[src/sv/sbb_pkg.sv]
// ----------------------------------------------------------------------------
// sbb_pkg: shared constants and types of the separable box blur
// Frame limits, derived widths, register and command codes, and the control
// bundles that pass between the sequencer, the channel lanes and the output.
// ----------------------------------------------------------------------------
package sbb_pkg;

  localparam int MAX_WIDTH  = 2048;
  localparam int MAX_HEIGHT = 2048;
  localparam int MAX_WINDOW = 64;
  localparam int RING_ROWS  = MAX_WINDOW + 2;
  localparam int LANES      = 4;

  localparam int CFG_W    = 12;
  localparam int WIN_CFG  = 7;
  localparam int IDX_W    = 2;
  localparam int COL_W    = $clog2(MAX_WIDTH);
  localparam int WD_W     = $clog2(MAX_WIDTH + 1);
  localparam int HD_W     = $clog2(MAX_HEIGHT + 1);
  localparam int ROW_W    = HD_W;
  localparam int N_W      = $clog2(MAX_WINDOW + 1);
  localparam int TAP_W    = $clog2(MAX_WINDOW);
  localparam int RING_W   = $clog2(RING_ROWS);
  localparam int LS_AW    = RING_W + COL_W;
  localparam int LS_DEPTH = RING_ROWS * (1 << COL_W);
  localparam int SUM_W    = $clog2(MAX_WINDOW * 255 + 1);
  localparam int DCNT_W   = $clog2(SUM_W);
  localparam int CNT_W    = $clog2(MAX_WIDTH * MAX_HEIGHT + 1);
  localparam int KW       = ((COL_W > ROW_W) ? COL_W : ROW_W) + 2;

  localparam logic [IDX_W-1:0] REG_WIDTH  = 2'd0;
  localparam logic [IDX_W-1:0] REG_HEIGHT = 2'd1;
  localparam logic [IDX_W-1:0] REG_WINDOW = 2'd2;

  localparam logic CMD_PIXEL = 1'b0;
  localparam logic CMD_DRAIN = 1'b1;

  typedef struct packed {
    logic             rw_we;
    logic [COL_W-1:0] rw_waddr;
    logic [COL_W-1:0] rw_raddr;
    logic             ls_we;
    logic [LS_AW-1:0] ls_waddr;
    logic [LS_AW-1:0] ls_raddr;
    logic             acc_clr;
    logic             acc_en;
    logic             acc_sel;
    logic             div_start;
    logic             div_step;
    logic [N_W-1:0]   divisor;
  } sbb_lane_ctl_t;

  typedef struct packed {
    logic load;
    logic frame_end;
  } sbb_out_ctl_t;

endpackage

[src/sv/sbb_ctrl.sv]
// ----------------------------------------------------------------------------
// sbb_ctrl: frame sequencer of the blur
// Keeps the configuration, the raster counters and the ring row pointers, and
// steps the lanes through tap reads, division and line store writes.
// ----------------------------------------------------------------------------
module sbb_ctrl (
  input  logic                        clk,
  input  logic                        rst_n,
  input  logic                        in_valid,
  input  logic                        in_command,
  output logic                        in_stall,
  input  logic                        cfg_we,
  input  logic [sbb_pkg::IDX_W-1:0]   cfg_index,
  input  logic [sbb_pkg::CFG_W-1:0]   cfg_data,
  input  logic                        out_free,
  output sbb_pkg::sbb_lane_ctl_t      lane_ctl,
  output sbb_pkg::sbb_out_ctl_t       out_ctl
);
  import sbb_pkg::*;

  typedef enum logic [2:0] {
    ST_IDLE, ST_READ, ST_LAST, ST_LOAD, ST_DIV, ST_HWRITE, ST_COUNT, ST_OUT
  } state_t;

  state_t              state_r;
  logic                vert_r;
  logic [WD_W-1:0]     w_r;
  logic [HD_W-1:0]     h_r;
  logic [N_W-1:0]      n_r;
  logic [CNT_W-1:0]    lag_r;
  logic [CNT_W-1:0]    total_r;
  logic [COL_W-1:0]    in_col_r;
  logic [RING_W-1:0]   in_ring_r;
  logic [CNT_W-1:0]    in_count_r;
  logic                done_r;
  logic [COL_W-1:0]    out_col_r;
  logic [ROW_W-1:0]    out_row_r;
  logic [RING_W-1:0]   out_ring_r;
  logic [CNT_W-1:0]    out_count_r;
  logic [COL_W-1:0]    col_r;
  logic [COL_W-1:0]    hi_r;
  logic [TAP_W-1:0]    tap_r;
  logic signed [KW-1:0] k_r;
  logic [RING_W-1:0]   vring_r;
  logic                acc_vld_r;
  logic [DCNT_W-1:0]   dcnt_r;

  logic [N_W-1:0]        a;
  logic [N_W-1:0]        half;
  logic [WD_W-1:0]       w_m1;
  logic [HD_W-1:0]       h_m1;
  logic [N_W+WD_W-1:0]   aw;
  logic [WD_W+HD_W-1:0]  wh;
  logic                  accept;
  logic                  has_job;
  logic                  last_col;
  logic [COL_W-1:0]      h_col0;
  logic [COL_W-1:0]      h_hi0;
  logic signed [KW-1:0]  h_k0;
  logic signed [KW-1:0]  v_k0;
  logic signed [KW-1:0]  v_diff;
  logic [RING_W-1:0]     v_ring0;
  logic signed [KW-1:0]  k_nxt;
  logic [RING_W-1:0]     vring_nxt;
  logic [COL_W-1:0]      h_addr;
  logic [CNT_W-1:0]      in_cnt1;
  logic [CNT_W-1:0]      out_cnt1;
  logic                  emit;
  logic                  cfg_hit;

  function automatic logic [WD_W-1:0] clamp_w(input logic [CFG_W-1:0] v);
    if (v == '0) begin
      return WD_W'(1);
    end else if (v > CFG_W'(MAX_WIDTH)) begin
      return WD_W'(MAX_WIDTH);
    end
    return WD_W'(v);
  endfunction

  function automatic logic [HD_W-1:0] clamp_h(input logic [CFG_W-1:0] v);
    if (v == '0) begin
      return HD_W'(1);
    end else if (v > CFG_W'(MAX_HEIGHT)) begin
      return HD_W'(MAX_HEIGHT);
    end
    return HD_W'(v);
  endfunction

  function automatic logic [N_W-1:0] clamp_n(input logic [WIN_CFG-1:0] v);
    if (v == '0) begin
      return N_W'(1);
    end else if (v > WIN_CFG'(MAX_WINDOW)) begin
      return N_W'(MAX_WINDOW);
    end
    return N_W'(v);
  endfunction

  assign a    = (n_r - N_W'(1)) >> 1;
  assign half = n_r >> 1;
  assign w_m1 = w_r - WD_W'(1);
  assign h_m1 = h_r - HD_W'(1);
  assign aw   = a * w_r;
  assign wh   = w_r * h_r;

  assign accept   = in_valid && (state_r == ST_IDLE);
  assign in_stall = (state_r != ST_IDLE);

  // columns whose horizontal window closes with this pixel
  assign last_col = (WD_W'(in_col_r) == w_m1);
  assign has_job  = (in_col_r >= COL_W'(a)) || last_col;
  assign h_col0   = (in_col_r >= COL_W'(a)) ? (in_col_r - COL_W'(a)) : '0;
  assign h_hi0    = last_col ? COL_W'(w_m1) : (in_col_r - COL_W'(a));
  assign h_k0     = $signed(KW'(h_col0)) - $signed(KW'(half));

  // first vertical tap and its ring row
  assign v_k0    = $signed(KW'(out_row_r)) - $signed(KW'(half));
  assign v_diff  = $signed(KW'(out_ring_r)) - $signed(KW'(half));
  assign v_ring0 = (v_k0 < 0) ? '0 :
                   ((v_diff < 0) ? RING_W'(v_diff + RING_ROWS) : RING_W'(v_diff));

  // ring row follows the clamped row index: pinned at the top and bottom edges
  assign k_nxt = k_r + KW'(1);
  always_comb begin
    if (k_nxt <= 0) begin
      vring_nxt = '0;
    end else if (k_nxt > $signed(KW'(h_m1))) begin
      vring_nxt = vring_r;
    end else if (vring_r == RING_W'(RING_ROWS - 1)) begin
      vring_nxt = '0;
    end else begin
      vring_nxt = vring_r + RING_W'(1);
    end
  end

  always_comb begin
    if (k_r < 0) begin
      h_addr = '0;
    end else if (k_r > $signed(KW'(w_m1))) begin
      h_addr = COL_W'(w_m1);
    end else begin
      h_addr = COL_W'(k_r);
    end
  end

  assign in_cnt1  = in_count_r + CNT_W'(1);
  assign out_cnt1 = out_count_r + CNT_W'(1);
  assign emit     = ({1'b0, in_cnt1} > ({1'b0, lag_r} + {1'b0, out_count_r}));
  assign cfg_hit  = cfg_we && ((cfg_index == REG_WIDTH) || (cfg_index == REG_HEIGHT) ||
                               (cfg_index == REG_WINDOW));

  always_comb begin
    lane_ctl.rw_we     = accept && (in_command == CMD_PIXEL) && !done_r;
    lane_ctl.rw_waddr  = in_col_r;
    lane_ctl.rw_raddr  = h_addr;
    lane_ctl.ls_we     = (state_r == ST_HWRITE);
    lane_ctl.ls_waddr  = {in_ring_r, col_r};
    lane_ctl.ls_raddr  = {vring_r, out_col_r};
    lane_ctl.acc_clr   = (state_r == ST_READ) && (tap_r == '0);
    lane_ctl.acc_en    = acc_vld_r;
    lane_ctl.acc_sel   = vert_r;
    lane_ctl.div_start = (state_r == ST_LOAD);
    lane_ctl.div_step  = (state_r == ST_DIV);
    lane_ctl.divisor   = n_r;
    out_ctl.load       = (state_r == ST_OUT) && out_free;
    out_ctl.frame_end  = (out_cnt1 >= total_r);
  end

  always_ff @(posedge clk) begin
    if (!rst_n) begin
      state_r     <= ST_IDLE;
      vert_r      <= 1'b0;
      w_r         <= WD_W'(1);
      h_r         <= HD_W'(1);
      n_r         <= N_W'(1);
      lag_r       <= '0;
      total_r     <= CNT_W'(1);
      in_col_r    <= '0;
      in_ring_r   <= '0;
      in_count_r  <= '0;
      done_r      <= 1'b0;
      out_col_r   <= '0;
      out_row_r   <= '0;
      out_ring_r  <= '0;
      out_count_r <= '0;
      col_r       <= '0;
      hi_r        <= '0;
      tap_r       <= '0;
      k_r         <= '0;
      vring_r     <= '0;
      acc_vld_r   <= 1'b0;
      dcnt_r      <= '0;
    end else begin
      lag_r     <= CNT_W'(aw) + CNT_W'(a);
      total_r   <= CNT_W'(wh);
      acc_vld_r <= (state_r == ST_READ);

      unique case (state_r)
        ST_IDLE: begin
          if (accept) begin
            if (in_command == CMD_PIXEL) begin
              if (!done_r) begin
                vert_r <= 1'b0;
                if (has_job) begin
                  col_r   <= h_col0;
                  hi_r    <= h_hi0;
                  tap_r   <= '0;
                  k_r     <= h_k0;
                  state_r <= ST_READ;
                end else begin
                  state_r <= ST_COUNT;
                end
              end
            end else if (done_r && (out_count_r < total_r)) begin
              vert_r  <= 1'b1;
              tap_r   <= '0;
              k_r     <= v_k0;
              vring_r <= v_ring0;
              state_r <= ST_READ;
            end
          end
        end
        ST_READ: begin
          tap_r   <= tap_r + TAP_W'(1);
          k_r     <= k_nxt;
          vring_r <= vring_nxt;
          if (N_W'(tap_r) == (n_r - N_W'(1))) begin
            state_r <= ST_LAST;
          end
        end
        ST_LAST: begin
          state_r <= ST_LOAD;
        end
        ST_LOAD: begin
          dcnt_r  <= '0;
          state_r <= ST_DIV;
        end
        ST_DIV: begin
          dcnt_r <= dcnt_r + DCNT_W'(1);
          if (dcnt_r == DCNT_W'(SUM_W - 1)) begin
            state_r <= vert_r ? ST_OUT : ST_HWRITE;
          end
        end
        ST_HWRITE: begin
          if (col_r == hi_r) begin
            state_r <= ST_COUNT;
          end else begin
            col_r   <= col_r + COL_W'(1);
            tap_r   <= '0;
            k_r     <= $signed(KW'(col_r)) + KW'(1) - $signed(KW'(half));
            state_r <= ST_READ;
          end
        end
        ST_COUNT: begin
          in_count_r <= in_cnt1;
          if (last_col) begin
            in_col_r  <= '0;
            in_ring_r <= (in_ring_r == RING_W'(RING_ROWS - 1)) ? '0 :
                         in_ring_r + RING_W'(1);
          end else begin
            in_col_r <= in_col_r + COL_W'(1);
          end
          if (in_cnt1 >= total_r) begin
            done_r <= 1'b1;
          end
          if (emit) begin
            vert_r  <= 1'b1;
            tap_r   <= '0;
            k_r     <= v_k0;
            vring_r <= v_ring0;
            state_r <= ST_READ;
          end else begin
            state_r <= ST_IDLE;
          end
        end
        ST_OUT: begin
          if (out_free) begin
            state_r     <= ST_IDLE;
            out_count_r <= out_cnt1;
            if (WD_W'(out_col_r) == w_m1) begin
              out_col_r  <= '0;
              out_row_r  <= out_row_r + ROW_W'(1);
              out_ring_r <= (out_ring_r == RING_W'(RING_ROWS - 1)) ? '0 :
                            out_ring_r + RING_W'(1);
            end else begin
              out_col_r <= out_col_r + COL_W'(1);
            end
            if (out_cnt1 >= total_r) begin
              in_col_r    <= '0;
              in_ring_r   <= '0;
              in_count_r  <= '0;
              done_r      <= 1'b0;
              out_col_r   <= '0;
              out_row_r   <= '0;
              out_ring_r  <= '0;
              out_count_r <= '0;
            end
          end
        end
        default: begin
          state_r <= ST_IDLE;
        end
      endcase

      // a register write restarts the frame
      if (cfg_hit) begin
        unique case (cfg_index)
          REG_WIDTH:  w_r <= clamp_w(cfg_data);
          REG_HEIGHT: h_r <= clamp_h(cfg_data);
          default:    n_r <= clamp_n(cfg_data[WIN_CFG-1:0]);
        endcase
        in_col_r    <= '0;
        in_ring_r   <= '0;
        in_count_r  <= '0;
        done_r      <= 1'b0;
        out_col_r   <= '0;
        out_row_r   <= '0;
        out_ring_r  <= '0;
        out_count_r <= '0;
      end
    end
  end

  a_tap_bound: assert property (@(posedge clk) disable iff (!rst_n)
    (state_r == ST_READ) |-> (N_W'(tap_r) < n_r))
    else $error("tap counter ran past the window");

  a_out_behind_in: assert property (@(posedge clk) disable iff (!rst_n)
    out_count_r <= in_count_r)
    else $error("more results than pixels taken");

  a_ring_range: assert property (@(posedge clk) disable iff (!rst_n)
    (in_ring_r < RING_W'(RING_ROWS)) && (vring_r < RING_W'(RING_ROWS)) &&
    (out_ring_r < RING_W'(RING_ROWS)))
    else $error("ring row pointer out of range");

  a_load_vertical: assert property (@(posedge clk) disable iff (!rst_n)
    out_ctl.load |-> vert_r)
    else $error("result loaded from a horizontal job");

endmodule

[config.mk]
export PLATFORM = sky130hd
export DESIGN_NAME = sbb_ctrl
export DESIGN_NICKNAME = d
export VERILOG_FILES = /design/src/sv/sbb_pkg.sv /design/src/sv/sbb_ctrl.sv
export SDC_FILE = /design/constraint.sdc
export NUM_CORES = 1
export LEC_CHECK = 0
export BUFFER_PORTS_ARGS = -buffer_cell sky130_fd_sc_hd__buf_2
export CORE_MARGIN = 1
export CORE_UTILIZATION = 54
export CTS_BUF_LIST = sky130_fd_sc_hd__clkbuf_4 sky130_fd_sc_hd__clkbuf_8 sky130_fd_sc_hd__clkbuf_16
export DETAILED_ROUTE_END_ITERATION = 12
export PLACE_DENSITY = 0.71
export SETUP_SLACK_MARGIN = 0.02
export SLEW_MARGIN = 5
export SYNTH_ARGS = -nofsm -noshare
export SYNTH_HDL_FRONTEND = slang
export SYNTH_SLANG_ARGS = --single-unit
[constraint.sdc]
create_clock -name clk -period 12.1 [get_ports clk]
set_clock_uncertainty 0.1 [all_clocks]
set_input_delay 1.21 -clock clk [delete_from_list [all_inputs] [get_ports clk]]
set_output_delay 1.21 -clock clk [all_outputs]
set_load 0.005 [all_outputs]
==> run summary <==
At the later pin of the worst-skew pair, clock insertion delay measures 0.59 ns. The logs give 6 for the number of iterations in the first detailed-routing pass and 3685 for the number of placed cells counting well taps. In the final routed layout, each cell accounts on average for 20.5 um. The final hold violation count was 0; the setup TNS after final layout was 0 ns. The number of antenna repair diodes is 0, and the count of boundary I/O pins is 95. The share of synthesized cell area in and, or, nand and nor gates is 0.228, and the chip height is 216 um.

The setup check on the worst reg-to-reg path leaves a slack of 5.69 ns. The async set-reset flop share out of synthesis came out at 0. For this run, design rule violations remaining after detail routing come to 0. The run gives 22984 as the via count.

The leakage power summed over all cells is 12.1 nW. Based on the critical path, the design can be clocked at up to 149 MHz. The final non-filler cell total came out at 3737. The run gives 76600 um as the total wirelength of the detailed-routed design. Worst reg2reg path endpoint: lag_r[18]. TritonCTS built the clock tree. For the worst setup path, the data required time is 10.79 ns. The initial standard-cell utilization of the core is 0.547.

The tools report the total power as 2.88 mW. The synthesized-area fraction occupied by ao, oa, aoi and oai cells is 0.157. Setup violations remaining at the end of the flow were counted as 0. The post-CTS resize count is 0, and the adder and majority cell fraction of the synthesized area is 0.274. Leaving out fill and tap cells, the most frequent cell in the layout is nand2_1. The number of different library cells used by synthesis comes to 86.

Once detail routing completed, the nets flagged for antenna violations numbered 0. In this run the most critical hold path is launched from dcnt_r[3]. The logs give 0 for the number of warnings reported in the yosys synthesis log and 3 for the maximum clock path buffer count. In the layout the commonest cells are nand2_1, ha_1, inv_1, nor2_1, a21oi_1.

The fraction of power consumed by the clock network is 0.318. The wire-length estimate of the detail-placed layout is 59400 um. The ratio of routed vias to standard cells came out at 6.15. The most used flip-flop cell after synthesis is dfxtp_1. After technology mapping, the gate count stands at 3103. The core footprint is 0.0454 mm2. In the final design database the tool counted 3589 nets.

The sequential element share of the synthesized area is 0.182. The run gives 122000 um as the first-pass GRT wire length. Internal power comes to 1.75 mW.

The worst path needs 6.70 ns of the cycle, external delays included. The congestion estimate from routability-driven global placement came to 1.00. The power share of the combinational group is 0.372, and the number of max-cap violations is 0.

The total die area was 0.0468 mm2; the portion of total power attributed to sequential cells was 0.310. The worst setup path is captured at an output port. The logs give 0 for the remaining global-route overflow and 226 for the total number of clock tree sinks. Yosys mapped a number of flops with a built-in enable equal to 0. The portion of the clock cycle consumed by the worst path in the final layout was 0.554; the maximum resistive drop on vdd was 0.000106 V.

The tools report the number of DRC violations after detailed-routing iteration 0 as 2166. In this run the power density over the cells is 108 mW/mm2. The number of setup buffers added after CTS is 0. In this run the worst path has a maximum fanout of 21.

The run finished with clean final reports. The worst hold path cell count came out at 1. After synthesis, the largest family of logic cells by area is adder cells.

The start-to-end type of the worst setup path is reg -> out. Library cell used as clock root buffer: clkbuf_16. The fraction of final layout cells with drive strength greater than 1 is 0.0673, and the length in cells of the worst reg-to-reg path is 21. The worst hold path terminates at dcnt_r[3]. The worst hold path belongs to the class reg -> reg.

The tools report the number of global-route vias before repair as 22528. The synthesized netlist net count came out at 3577. Port buffering added 94 buffers. Net switching power: 1.13 mW. For the deepest level of the CTS H-tree, the log shows 1.

The arrival time of the worst setup path is 5.39 ns. Counting flops and latches in the post-synthesis netlist gives 226. Mux contribution to synthesized area: 0.0135. Setup repair after global routing left no endpoint under its margin. The total standard cell area after synthesis came out at 0.0248 mm2. The launching element type of the critical path is a flop. The tools report the initial antenna violation count as 1. For the hold buffer count at cts, the log shows 0.

The synthesized-area fraction occupied by xor and xnor cells was 0.0802. After floorplanning, the core was divided into 78 placement rows. Post-synthesis area per instance: 8.00 um2. Relative to the synthesized area, the layout overhead comes to 7.72%. The CTS clock-pin slew for the worst setup and hold paths was 0.06 ns.

Entering global routing, the biggest net connects 61 pins. At the pin with the least slew margin, the transition time is 1.23 ns. Origin of the critical flop-to-flop path: n_r[2]. The floorplan step set the die width to 216 um. For the final number of max-transition violations, the log shows 0.

The logs give 0.182 for the remaining max-slew budget at the tightest pin and 28 for the number of buffers created by CTS. Fraction of power spent switching nets: 0.393. For the overall fraction of global-route tracks in use, the log shows 0.326.
==> area by class of cell <==
cell class / count / area (um2)
Multi-Input combinational cell: 2455 / 18700
Fill cell: 4123 / 18600
Sequential cell: 226 / 4520
Inverter: 279 / 1050
Clock buffer: 34 / 771
Tap cell: 600 / 751
Timing Repair Buffer: 125 / 703
Clock inverter: 18 / 243
==> how the worst max path moves through the flow <==
stage                     startpoint           end  slack (ns)  depth (start not counted)
after floorplan               n_r[1]     lag_r[15]        6.25                         21
after detailed placement      n_r[2]     lag_r[17]        5.71                         19
after global placement        n_r[2]     lag_r[15]        5.91                         19
after CTS                     w_r[0]  lane_ctl[49]        5.50                         15
after global routing          w_r[0]  lane_ctl[49]        5.10                         15
final                         w_r[0]  lane_ctl[49]        5.40                         15
==> critical path, cell delays in order (launching register included) <==
cell and delay (ns):
dfxtp_1 0.94, clkinv_1 0.74, ha_1 0.51, nor3b_1 0.22, and3_1 0.23, xnor2_1 0.32
ha_1 0.32, nand3_1 0.09, nor4_1 0.05, a211oi_1 0.20, o21ai_0 0.11, a21oi_1 0.29
buf_4 0.31, mux2i_1 0.21, nor2_1 0.09, buf_2 0.16
==> through the flow <==
stage,util,area [um2],hold slack (ns),worst slack (ns)
after global placement,0.567,25700,0.329,5.91
after detailed placement,0.567,25700,0.340,5.71
after global routing,0.589,26700,0.387,5.10
after floorplan,-,24800,0.314,6.25
after CTS,0.589,26700,0.350,5.50
final,0.589,26700,0.358,5.40
==> cell usage after synthesis (all sizes together), types with 21 or more instances <==
cell type    n  area (um2)
mux2i       30         300
fa         149        2980
xnor2      133        1160
dfxtp      226        4520
a21oi      233        1180
xor2        84         736
nand2      321        1200
ha         305        3820
a21o        45         338
nand4       47         309
nor2       242         916
inv        276        1040
or3         28         175
clkbuf     128         482
o21a        26         195
a211oi      26         195
nand3b      21         158
nand3       78         390
o21ai      122         611
nand2b      36         225
nor4        23         159
and2        87         544
nor3        75         375
and3        48         300
nor2b       57         357
==> power groups by stage <==
stage | Clock, mW | Combinational, mW | Sequential [mW]
2_1_floorplan | 0 | 0.768 | 0.846
3_3_place_gp | 0 | 1.01 | 0.898
3_5_place_dp | 0 | 1.03 | 0.900
4_1_cts | 0.923 | 1.04 | 0.884
5_1_grt | 0.953 | 1.16 | 0.894
6_report | 0.915 | 1.07 | 0.893
==> cells by family (layout without fill, tap and decap cells) <==
logic type | after synthesis | in the layout
multiplexers | 33 | 33
adder cells (fa/ha/maj) | 455 | 455
AND/OR/NAND/NOR | 1130 | 1130
AO/OA/AOI/OAI | 616 | 616
flip-flops | 226 | 226
XOR/XNOR | 221 | 221
buffers and inverters | 422 | 456
==> per-layer routing <==
metal,wire length (um),track usage,vias to the layer above
met4,2970,0.115,0
met5,0,0,-
met2,34000,0.524,996
li1,-,-,10705
met1,33100,0.443,11098
met3,6450,0.0494,185
==> flip-flops by register name, indices dropped and copies added, names as in the netlist, 11 cells and up <==
signal / flops
col_r: 11
h_r: 12
hi_r: 11
in_col_r: 11
in_count_r: 23
k_r: 14
lag_r: 19
out_col_r: 11
out_count_r: 23
out_row_r: 12
total_r: 23
w_r: 12
(Power assumes the default switching activity.)
